--- src/hw/rtl/hfd_pkg.sv ---
// ---------------------------------------------------------------------------
// Humidity frame decoder package
// Frame positions, status codes, conversion constants and the CRC-8 step.
// ---------------------------------------------------------------------------
package hfd_pkg;

    localparam int FRAME_BYTES = 6;
    localparam int POS_W       = $clog2(FRAME_BYTES);

    typedef logic [POS_W-1:0] pos_t;

    localparam pos_t POS_T_MSB = pos_t'(0);
    localparam pos_t POS_T_LSB = pos_t'(1);
    localparam pos_t POS_T_CRC = pos_t'(2);
    localparam pos_t POS_H_MSB = pos_t'(3);
    localparam pos_t POS_H_LSB = pos_t'(4);
    localparam pos_t POS_H_CRC = pos_t'(FRAME_BYTES - 1);

    typedef enum logic [1:0] {
        ST_OK       = 2'd0,
        ST_BUS_ERR  = 2'd1,
        ST_TEMP_CRC = 2'd2,
        ST_HUM_CRC  = 2'd3
    } status_t;

    localparam logic [7:0]         CRC_INIT    = 8'hFF;
    localparam logic [7:0]         CRC_POLY    = 8'h31;
    localparam logic [14:0]        TEMP_SCALE  = 15'd17500;
    localparam logic signed [15:0] TEMP_OFFSET = 16'sd4500;
    localparam logic [13:0]        HUM_SCALE   = 14'd10000;

    // Controls passed from the sequencer to the conversion registers.
    typedef struct packed {
        logic       load_temp;
        logic       load_humid;
        logic [7:0] msb;
    } ctrl_t;

    // One byte through the MSB-first CRC-8 shift register.
    function automatic logic [7:0] crc8_feed(input logic [7:0] crc, input logic [7:0] data);
        logic [7:0] c;
        c = crc ^ data;
        for (int k = 0; k < 8; k++) begin
            if (c[7])
            begin
                c = {c[6:0], 1'b0} ^ CRC_POLY;
            end
            else
            begin
                c = {c[6:0], 1'b0};
            end
        end
        return c;
    endfunction

endpackage

--- src/hw/rtl/hfd_seq.sv ---
// ---------------------------------------------------------------------------
// Humidity frame decoder sequencer
// Tracks the byte position, runs the word CRC a byte at a time and decides
// when a result is due and with which status.
// ---------------------------------------------------------------------------
module hfd_seq
    import hfd_pkg::*;
(
    input  logic       clk,
    input  logic       rst_n,
    input  logic       step,
    input  logic [7:0] rx_byte,
    input  logic       frame_start,
    input  logic       bus_fault,
    output ctrl_t      ctrl,
    output logic       fire,
    output status_t    res_status
);

    pos_t       byte_pos_reg, byte_pos_next;
    logic [7:0] word_high_reg, word_high_next;
    logic [7:0] crc_reg, crc_next;
    logic       temp_good_reg, temp_good_next;
    pos_t       pos_eff;
    logic       load_temp;
    logic       load_humid;

    assign pos_eff = frame_start ? POS_T_MSB : byte_pos_reg;

    always_comb
    begin
        byte_pos_next  = byte_pos_reg;
        word_high_next = word_high_reg;
        crc_next       = crc_reg;
        temp_good_next = temp_good_reg;
        load_temp      = 1'b0;
        load_humid     = 1'b0;
        fire           = 1'b0;
        res_status     = ST_OK;
        if (bus_fault)
        begin
            byte_pos_next = POS_T_MSB;
            fire          = 1'b1;
            res_status    = ST_BUS_ERR;
        end
        else
        begin
            unique case (pos_eff)
                POS_T_LSB:
                begin
                    crc_next      = crc8_feed(crc_reg, rx_byte);
                    load_temp     = 1'b1;
                    byte_pos_next = POS_T_CRC;
                end
                POS_T_CRC:
                begin
                    temp_good_next = (crc_reg == rx_byte);
                    byte_pos_next  = POS_H_MSB;
                end
                POS_H_MSB:
                begin
                    word_high_next = rx_byte;
                    crc_next       = crc8_feed(CRC_INIT, rx_byte);
                    byte_pos_next  = POS_H_LSB;
                end
                POS_H_LSB:
                begin
                    crc_next      = crc8_feed(crc_reg, rx_byte);
                    load_humid    = 1'b1;
                    byte_pos_next = POS_H_CRC;
                end
                POS_H_CRC:
                begin
                    byte_pos_next = POS_T_MSB;
                    fire          = 1'b1;
                    if (!temp_good_reg)
                    begin
                        res_status = ST_TEMP_CRC;
                    end
                    else if (crc_reg != rx_byte)
                    begin
                        res_status = ST_HUM_CRC;
                    end
                    else
                    begin
                        res_status = ST_OK;
                    end
                end
                default:
                begin
                    // First byte of a frame; unused position codes land here too.
                    word_high_next = rx_byte;
                    crc_next       = crc8_feed(CRC_INIT, rx_byte);
                    byte_pos_next  = POS_T_LSB;
                end
            endcase
        end
    end

    assign ctrl.load_temp  = step & load_temp;
    assign ctrl.load_humid = step & load_humid;
    assign ctrl.msb        = word_high_reg;

    always_ff @(posedge clk or negedge rst_n)
    begin
        if (!rst_n)
        begin
            byte_pos_reg  <= POS_T_MSB;
            word_high_reg <= '0;
            crc_reg       <= '0;
            temp_good_reg <= 1'b0;
        end
        else if (step)
        begin
            byte_pos_reg  <= byte_pos_next;
            word_high_reg <= word_high_next;
            crc_reg       <= crc_next;
            temp_good_reg <= temp_good_next;
        end
    end

endmodule

--- src/hw/rtl/hfd_conv.sv ---
// ---------------------------------------------------------------------------
// Humidity frame decoder conversion
// Scales each raw word to hundredths as soon as its low byte arrives and
// holds the value until the frame ends.
// ---------------------------------------------------------------------------
module hfd_conv
    import hfd_pkg::*;
(
    input  logic               clk,
    input  ctrl_t              ctrl,
    input  logic [7:0]         rx_byte,
    output logic signed [14:0] temp_centi,
    output logic [13:0]        humid_centi
);

    logic [15:0]        raw;
    logic [30:0]        temp_prod;
    logic [29:0]        hum_prod;
    logic signed [15:0] temp_wide;
    logic signed [14:0] temp_reg, temp_next;
    logic [13:0]        humid_reg, humid_next;

    assign raw       = {ctrl.msb, rx_byte};
    assign temp_prod = {15'd0, raw} * {16'd0, TEMP_SCALE};
    assign hum_prod  = {14'd0, raw} * {16'd0, HUM_SCALE};

    // The scaled temperature reaches 17499, so the offset is taken in 16 bits.
    assign temp_wide  = $signed({1'b0, temp_prod[30:16]}) - TEMP_OFFSET;
    assign temp_next  = temp_wide[14:0];
    assign humid_next = hum_prod[29:16];

    always_ff @(posedge clk)
    begin
        if (ctrl.load_temp)
        begin
            temp_reg <= temp_next;
        end
        if (ctrl.load_humid)
        begin
            humid_reg <= humid_next;
        end
    end

    assign temp_centi  = temp_reg;
    assign humid_centi = humid_reg;

endmodule

--- src/hw/rtl/humidity_frame_decoder.sv ---
// ---------------------------------------------------------------------------
// Humidity frame decoder
// Decodes six-byte temperature/humidity responses with CRC-8 word checks.
// ---------------------------------------------------------------------------
// Bytes enter on the input channel (in_valid, in_stall, rx_byte, frame_start,
// bus_fault): temperature msb, lsb, CRC, then humidity msb, lsb, CRC. A byte
// with frame_start restarts the frame; a byte with bus_fault aborts it and
// yields a bus-error word at once.
// One result word per frame (or per fault) leaves on the output channel
// (out_valid, out_stall, status, temp_centi, humid_centi). Values are zero
// whenever status is not ok.
// A byte is loaded into the input register when it is accepted, and its
// result is loaded into the result register when that byte advances out of
// it. Throughput is one byte per cycle while the receiver does not stall,
// set by the single decode pass between those two registers.
// Reset clears the byte position, so the next byte counts as a frame start,
// and empties both registers. While the receiver stalls, the result word
// holds; one more byte can wait in the input register, after which in_stall
// rises until the result is taken.
// ---------------------------------------------------------------------------
module humidity_frame_decoder
    import hfd_pkg::*;
(
    input  logic               clk,
    input  logic               rst_n,
    input  logic               in_valid,
    output logic               in_stall,
    input  logic [7:0]         rx_byte,
    input  logic               frame_start,
    input  logic               bus_fault,
    output logic               out_valid,
    input  logic               out_stall,
    output logic [1:0]         status,
    output logic signed [14:0] temp_centi,
    output logic [13:0]        humid_centi
);

    logic               s1_valid_reg, s1_valid_next;
    logic [7:0]         s1_byte_reg;
    logic               s1_start_reg;
    logic               s1_fault_reg;
    logic               advance;
    logic               fire;
    status_t            res_status;
    ctrl_t              ctrl;
    logic signed [14:0] conv_temp;
    logic [13:0]        conv_humid;
    logic               out_valid_reg, out_valid_next;
    status_t            out_status_reg;
    logic signed [14:0] out_temp_reg;
    logic [13:0]        out_humid_reg;

    assign advance       = s1_valid_reg & (~out_valid_reg | ~out_stall);
    assign in_stall      = s1_valid_reg & ~advance;
    assign s1_valid_next = (in_valid & ~in_stall) | (s1_valid_reg & ~advance);

    always_ff @(posedge clk or negedge rst_n)
    begin
        if (!rst_n)
        begin
            s1_valid_reg <= 1'b0;
        end
        else
        begin
            s1_valid_reg <= s1_valid_next;
        end
    end

    always_ff @(posedge clk)
    begin
        if (in_valid & ~in_stall)
        begin
            s1_byte_reg  <= rx_byte;
            s1_start_reg <= frame_start;
            s1_fault_reg <= bus_fault;
        end
    end

    hfd_seq u_seq (
        .clk         (clk),
        .rst_n       (rst_n),
        .step        (advance),
        .rx_byte     (s1_byte_reg),
        .frame_start (s1_start_reg),
        .bus_fault   (s1_fault_reg),
        .ctrl        (ctrl),
        .fire        (fire),
        .res_status  (res_status)
    );

    hfd_conv u_conv (
        .clk         (clk),
        .ctrl        (ctrl),
        .rx_byte     (s1_byte_reg),
        .temp_centi  (conv_temp),
        .humid_centi (conv_humid)
    );

    assign out_valid_next = (advance & fire) | (out_valid_reg & out_stall);

    always_ff @(posedge clk or negedge rst_n)
    begin
        if (!rst_n)
        begin
            out_valid_reg <= 1'b0;
        end
        else
        begin
            out_valid_reg <= out_valid_next;
        end
    end

    always_ff @(posedge clk)
    begin
        if (advance & fire)
        begin
            out_status_reg <= res_status;
            out_temp_reg   <= (res_status == ST_OK) ? conv_temp : 15'sd0;
            out_humid_reg  <= (res_status == ST_OK) ? conv_humid : 14'd0;
        end
    end

    assign out_valid   = out_valid_reg;
    assign status      = out_status_reg;
    assign temp_centi  = out_temp_reg;
    assign humid_centi = out_humid_reg;

endmodule

--- config.mk ---
export PLATFORM = sky130hd
export DESIGN_NAME = humidity_frame_decoder
export DESIGN_NICKNAME = d
export VERILOG_FILES = /design/src/hw/rtl/hfd_pkg.sv /design/src/hw/rtl/hfd_seq.sv /design/src/hw/rtl/hfd_conv.sv /design/src/hw/rtl/humidity_frame_decoder.sv
export SDC_FILE = /design/constraint.sdc
export NUM_CORES = 1
export LEC_CHECK = 0
export ABC_CLOCK_PERIOD_IN_PS = 6800
export BUFFER_PORTS_ARGS = -buffer_cell sky130_fd_sc_hd__buf_2
export CORE_MARGIN = 1.5
export CORE_UTILIZATION = 40
export DETAILED_ROUTE_END_ITERATION = 8
export GPL_ROUTABILITY_DRIVEN = 0
export GPL_TIMING_DRIVEN = 0
export MAX_ROUTING_LAYER = met4
export PLACE_DENSITY_LB_ADDON = 0.3
export SYNTH_ARGS = -nofsm -noshare
export SYNTH_HDL_FRONTEND = slang
export SYNTH_SLANG_ARGS = --single-unit
--- constraint.sdc ---
create_clock -name clk -period 6.8 [get_ports clk]
set_clock_uncertainty 0.15 [all_clocks]
set_input_delay 0.34 -clock clk [delete_from_list [all_inputs] [get_ports clk]]
set_output_delay 0.34 -clock clk [all_outputs]
set_load 0.02 [all_outputs]
==> flow_summary.toml, run 1 <==
[final_layout]
fin_nets = 1200
fillers = 2158
drive_above_1_share_pct = 10.8
n_antenna_cell = 0
fin_util_pct = 45.9
area_growth_syn_to_layout_pct = 11.7

[sta]
rsz0062_at_grt = "no"
finalSetupViolCount = 0
fin_crit_sh_pct = 91.1
whs_ps = 17.4
max_freq_mhz = 161
drv_slew = 0
relSlewSlack_pct = 47.0
hold_viol = 0
worst_pin_slew_ps = 787
tns_ps = 0
fin_ws_ps = 606
period_minus_slack_ps = 6190

[setup_path]
worstPathRequired_ps = 6750
critPathLaunchType = "flip-flop"
reg2reg_slack_ps = 610
startpoint = "s1_byte_reg[5]"
crit_arrival_ps = 6140
r2r-start = "s1_byte_reg[5]"
endpoint_kind = "flip-flop"
crit_type = "flip-flop to flip-flop"
critPathMaxFanout = 8

[logic_synthesis]
synthDistinctLibCells = 67
syn_area_um2 = 9360
seq_area_frac_synth_pct = 28.3
syn_nets = 1129
synth.top_cell.area_share_pct = 22.5
yosysWarnings = 0
yosys.area.top_type = "edfxtp_1"
netlist_top_cells_area = "edfxtp_1 (22%), ha_1 (22%), fa_1 (16%)"
async_reset_ff_share_pct = 23.9
synth-edff-count = 70
syn_inst = 874
synth_ff_type = "edfxtp_1"
avgSynthCellArea_um2 = 10.7
ys_ff_latch = 92

[die]
rows = 55
die_y_um = 156
start_util_pct = 41.1
die_w_um = 156
core_um2 = 22800
boundaryPins = 47
dieArea_um2 = 24300

[grt]
grt_max_degree = 23
grt_pass1_vias = 5907
grt-ovfl-total = 0
grt_usage_pct = 15.4
grt_pass1_wl_mm = 29.0
antenna_found_initial = 0

[placed_design]
dpl_worst_slack_ps = 582
port-buffer-count = 46
dpl.hpwl_mm = 13.6

[detailed_routing]
drt-initial-drc-count = 199
final_antenna_net_count = 0
dr_wl_met2_mm = 8.03
drc_errors = 0
dr.pass1.iters = 4
highest_layer = "met4"
routed_wl_mm = 16.9
wl_met1_mm = 8.14
wl_met3_um = 527
vias_per_cell = 4.81
wl_per_cell_um = 13.4
via_count = 6076

[clock_network]
clockBufferDepth = 2
htree_levels = 3
cts.sinks = 92
numCtsBuffers = 9
post_cts_buffers = 0
clk-insertion-delay-late_ps = 360
cts_root_buffer = "clkbuf_16"
clk_pin_slew_ps = 80
cts_tree = "done"

[worst_hold_path]
hold_path.class = "input port to flip-flop"
min_from = "frame_start"

[status]
status = "finished, final reports clean"

[run]
drv_cap = 0
[synth_stat cells (3+ instances only)]
master    instances
xnor2_1          43
nand3b_1          5
a31oi_1           4
nand2b_1          7
a211oi_1          5
and3_1            3
and2_1           33
nand2_1          36
clkbuf_1         15
ha_1            164
o21ai_0          24
fa_1             77
nor2b_1           5
nor3_1           13
xor2_1           20
or3_1             6
mux2_2            5
o21a_1            3
nand4_1           4
edfxtp_1         70
dfrtp_1          22
nor2_1           37
a21oi_1          21
nand3_1           7
a31o_2            3
inv_1           164
o211ai_1          7
nor4_1            7
a21o_1           14
[worst max-delay path, cell delays in order (launching register included)]
cell	delay [ps]
edfxtp_1	640
clkbuf_1	370
inv_1	220
fa_1	540
inv_1	50
ha_1	260
inv_1	50
fa_1	520
inv_1	40
ha_1	260
inv_1	50
fa_1	490
inv_1	40
ha_1	190
a211oi_1	220
nand2_1	80
a31oi_1	350
o21ai_1	180
a311o_1	330
a21oi_1	230
nor2b_1	90
o21a_1	220
o41ai_2	260
xnor2_1	90
[cells by family after synthesis]
family                   after synthesis  share of synthesized area, %
AO/OA/AOI/OAI                        114                          9.18
XOR/XNOR                              63                          5.89
adder cells (fa/ha/maj)              241                          38.4
buffers and inverters                184                          7.60
flip-flops                            92                          28.3
multiplexers                           7                         0.815
AND/OR/NAND/NOR                      173                          9.78
[routing by layer]
layer  up-vias  track usage [%]
met5         -                -
met4         0             4.13
met3        16             2.39
met2        88             24.7
met1      2888             20.4
li1       3084                -
[final cells by class]
class                   count  area (µm²)  area share [%]
inverters                 164         616            5.89
repair buffers             60         368            3.52
clock buffers               9         225            2.15
plain buffers              20        96.3           0.921
clock inverters             7        93.8           0.898
multi-input cells         598        6010            57.5
flip-flops and latches     92        2650            25.4
well taps                 313         392            3.75
[final timing paths]
kind | end | cells past startpoint
max | u_conv.humid_centi[13] | 23
min | s1_start_reg | 1
max reg2reg | u_conv.humid_centi[13] | 23
min reg2reg | temp_centi[10] | 1
max in group asynchronous | u_seq.word_high_reg[4] | 2
min in group asynchronous | u_seq.crc_reg[4] | 2
[cell usage in the layout, fill, tap and decap left out, drive strengths merged, types with 8 or more instances in the layout]
cell	n
a21o	14
a21oi	22
and2	33
buf	55
clkbuf	24
dfrtp	22
dlygate4sd3	10
edfxtp	70
fa	77
ha	164
inv	167
nand2	37
nand3	8
nor2	38
nor3	14
o21ai	28
xnor2	43
xor2	20
[what timing repair did]
action / in CTS / in global routing
hold endpoints to repair: 30 / 1
resized for setup: 0 / 0
hold buffers: 9 / 1
[through the flow]
| step | cell area [µm²] | cells |
|---|---|---|
| after floorplan | 9360 | 874 |
| after global placement | 9980 | 1233 |
| after detailed placement | 10000 | 1237 |
| after CTS | 10400 | 1262 |
| after global routing | 10500 | 1263 |
| final | 10500 | 1263 |
Power of run 1 is left out: the tool's default activity adds up to more than one toggle a clock period on the data nets, which glitch-free logic cannot reach.
==> run 2: changes to the inputs <==
CELL_PAD_IN_SITES_DETAIL_PLACEMENT = 1   (was not set)
CELL_PAD_IN_SITES_GLOBAL_PLACEMENT = 2   (was not set)
==> flow_summary.toml, run 2 (synthesis gave the netlist of run 1 again) <==
[status]
status = "finished, final reports clean"

[grt]
grt_max_degree = 32
grt_pass1_wl_mm = 32.6
antenna_found_initial = 0
grt_pass1_vias = 6384
grt-ovfl-total = 0
grt_usage_pct = 17.6

[clock_network]
clk-insertion-delay-late_ps = 350
clockBufferDepth = 2
numCtsBuffers = 9
cts_root_buffer = "clkbuf_16"
cts.sinks = 92
htree_levels = 3
post_cts_buffers = 0
cts_tree = "done"
post_cts_resize_count = 0
clk_pin_slew_ps = 70
hold_buffers = 4

[setup_path]
crit_family = "adder cells"
path_common_cell = "inv_1"
crit_arrival_ps = 6140
worstPathRequired_ps = 6740
reg2reg_slack_ps = 590
cp_cell_sequence = "clkbuf_1 -> inv_1 -> fa_1 -> inv_1 -> ha_1 -> inv_1 -> fa_1 -> inv_1 -> ha_1 -> inv_1 -> fa_1 -> inv_1 -> ha_1 -> a211oi_1 -> nand2_1 -> a31oi_1 -> o21ai_1 -> a311o_1 -> a21oi_1 -> nor2b_1 -> o21a_1 -> o41ai_2 -> xnor2_1"
critPathLaunchType = "flip-flop"
crit_type = "flip-flop to flip-flop"
path_buf_inv = 7
critPathMaxFanout = 8
endpoint_kind = "flip-flop"
cp_slowest_stage_delay_ps = 660
crit_slowest_cell = "edfxtp_1"

[die]
rows = 55
die_y_um = 156
die_w_um = 156
boundaryPins = 47
dieArea_um2 = 24300
start_util_pct = 41.1
core_um2 = 22800

[sta]
relSlewSlack_pct = 44.1
period_minus_slack_ps = 6210
drv_slew = 0
hold_viol = 0
finalSetupViolCount = 0
tns_ps = 0
max_freq_mhz = 161
rsz0062_at_grt = "no"
worst_pin_slew_ps = 838
fin_crit_sh_pct = 91.3

[final_layout]
drive_above_1_share_pct = 10.7
mostFrequentLayoutCells = "inv_1 (164), ha_1 (164), fa_1 (77)"
fillers = 2516
area_growth_syn_to_layout_pct = 10.8
fin_nets = 1194

[detailed_routing]
wl_per_cell_um = 15.3
drt-initial-drc-count = 170
via_count = 6172
vias_per_cell = 4.91
final_antenna_net_count = 0
routed_wl_mm = 19.2
dr.pass1.iters = 5
drc_errors = 0

[placed_design]
dpl.hpwl_mm = 15.7
port-buffer-count = 46

[worst_hold_path]
hold_path.class = "input port to flip-flop"

[run]
drv_cap = 0
[run 2: per-stage QoR]
step,hold slack (ps),instance area [µm²],util [%],instances,setup WS [ps]
2_1_floorplan,-106,9360,-,874,1400
3_3_place_gp,216,9980,43.8,1233,636
3_5_place_dp,208,10000,44.1,1237,570
4_1_cts,0.870,10400,45.5,1257,548
5_1_grt,4.05,10400,45.5,1257,208
6_report,14.3,10400,45.5,1258,594
[run 2: cell type report]
type	instances	area [µm²]	share of cell area, %
clock buffers	13	260	2.51
repair buffers	54	313	3.02
inverters	164	616	5.94
plain buffers	20	96.3	0.929
multi-input cells	598	6020	58.0
flip-flops and latches	92	2650	25.6
well taps	313	392	3.78
clock inverters	3	21.3	0.205
diodes	1	2.50	0.0241
[run 2: worst paths after layout]
path / startpoint / to / depth (start not counted)
worst max-delay path: s1_byte_reg[5] / u_conv.humid_centi[13] / 23
max in group asynchronous: rst_n / u_seq.word_high_reg[0] / 2
min in group asynchronous: rst_n / out_valid / 2
worst min-delay path: bus_fault / s1_fault_reg / 1
worst max register to register: s1_byte_reg[5] / u_conv.humid_centi[13] / 23
worst min register to register: u_conv.humid_centi[10] / humid_centi[10] / 1
[run 2: routing by layer]
metal  GRT usage (%)  up-vias  share of wire (%)
met2            29.4       39                 49
met4            3.13        0               0.72
met5               -        -                  0
met3            2.08        8                1.3
met1            23.1     3061                 49
li1                -     3064                  -
Power of run 2 is left out for the same reason.
==> run 3: changes to the inputs <==
BUFFER_PORTS_ARGS = not set   (was -buffer_cell sky130_fd_sc_hd__buf_2)
DONT_BUFFER_PORTS = 1   (was not set)
==> flow_summary.toml, run 3 (synthesis gave the netlist of run 1 again) <==
[setup_path]
path_buf_inv = 7
crit_arrival_ps = 6150
endpoint_kind = "flip-flop"
crit_family = "adder cells"
path_common_cell = "inv_1"
ff2ff_path_depth = 23
critPathLaunchType = "flip-flop"
crit_slowest_cell = "edfxtp_1"
worstPathRequired_ps = 6750
cp_num_cells = 23
crit_type = "flip-flop to flip-flop"
cp_cell_sequence = "clkbuf_1 -> inv_1 -> fa_1 -> inv_1 -> ha_1 -> inv_1 -> fa_1 -> inv_1 -> ha_1 -> inv_1 -> fa_1 -> inv_1 -> ha_1 -> a211oi_1 -> nand2_1 -> a31oi_1 -> o21ai_1 -> a311o_1 -> a21oi_1 -> nor2b_1 -> o21a_1 -> o41ai_2 -> xnor2_1"
cp_slowest_stage_delay_ps = 670
critPathMaxFanout = 8

[clock_network]
cts.sinks = 92
htree_levels = 3
clk-insertion-delay-late_ps = 350
hold_buffers = 14
post_cts_resize_count = 0
clockBufferDepth = 2
cts_root_buffer = "clkbuf_16"
cts_tree = "done"
clk_pin_slew_ps = 70
post_cts_buffers = 0
numCtsBuffers = 9

[detailed_routing]
final_antenna_net_count = 0
routed_wl_mm = 19.4
drc_errors = 0
vias_per_cell = 4.97
wl_per_cell_um = 15.9
drt-initial-drc-count = 166
dr.pass1.iters = 4
via_count = 6064

[die]
die_y_um = 156
boundaryPins = 47
start_util_pct = 41.1
rows = 55
core_um2 = 22800
die_w_um = 156
dieArea_um2 = 24300

[worst_hold_path]
hold_path.class = "input port to flip-flop"
hold_depth = 2

[sta]
fin_crit_sh_pct = 91.3
whs_ps = 21.5
rsz0062_at_grt = "no"
period_minus_slack_ps = 6210
worst_pin_slew_ps = 777
tns_ps = 0
max_freq_mhz = 161
finalSetupViolCount = 0
relSlewSlack_pct = 48.2
hold_viol = 0
drv_slew = 0

[grt]
grt-ovfl-total = 0
antenna_found_initial = 0
grt_max_degree = 32
grt_pass1_vias = 6270
grt_usage_pct = 17.8
grt_pass1_wl_mm = 33.2

[final_layout]
stdcell_count = 1221
area_growth_syn_to_layout_pct = 9.49
mostFrequentLayoutCells = "inv_1 (164), ha_1 (164), fa_1 (77)"
drive_above_1_share_pct = 6.39
fin_nets = 1158
n_antenna_cell = 0
fin_util_pct = 45.0
fillers = 2507

[run]
drv_cap = 0

[placed_design]
dp.cells = 1191
port-buffer-count = 0
dpl.hpwl_mm = 15.5

[status]
status = "finished, final reports clean"
==> run 3: path summary, 6_finish.rpt <==
kind | endpoint | slack [ps] | startpoint
setup / recovery | u_conv.humid_centi[13] | 590 | s1_byte_reg[5]
hold / removal | s1_valid_reg | 20 | out_stall
setup reg to reg | u_conv.humid_centi[13] | 590 | s1_byte_reg[5]
hold reg to reg | humid_centi[1] | 360 | u_conv.humid_centi[1]
max in group asynchronous | u_seq.word_high_reg[4] | 6070 | rst_n
min in group asynchronous | u_seq.byte_pos_reg[0] | 270 | rst_n
==> run 3: routing by layer <==
metal | GRT usage (%) | wire length, µm | vias to the layer above
li1 | - | - | 3002
met1 | 24.0 | 9410 | 2992
met2 | 28.8 | 9330 | 57
met3 | 2.22 | 433 | 13
met4 | 3.85 | 192 | 0
met5 | - | 0 | -
==> run 3: area by class of cell <==
cell class                 instances  area [µm²]  area share [%]
multi-input combinational        598        6020            58.7
inverter                         164         616            6.01
timing repair buffer              18         193            1.88
clock buffer                      10         239            2.33
sequential                        92        2650            25.9
tap                              313         392            3.82
clock inverter                     6        45.0           0.439
buffer                            20        96.3           0.940
==> run 3: metrics by stage <==
step	area (µm²)	setup slack (ps)
finish	10200	593
floorplan	9360	1400
detailed placement	9820	525
global placement	9750	647
global route	10200	151
CTS	10200	532
==> run 3: worst register-to-register path: stages (launching register included) <==
cell	delay [ps]
edfxtp_1	670
clkbuf_1	350
inv_1	190
fa_1	550
inv_1	40
ha_1	260
inv_1	50
fa_1	540
inv_1	40
ha_1	260
inv_1	50
fa_1	380
inv_1	80
ha_1	240
a211oi_1	280
nand2_1	90
a31oi_1	330
o21ai_1	160
a311o_1	330
a21oi_1	240
nor2b_1	90
o21a_1	220
o41ai_2	250
xnor2_1	100
Power of run 3 is left out for the same reason.
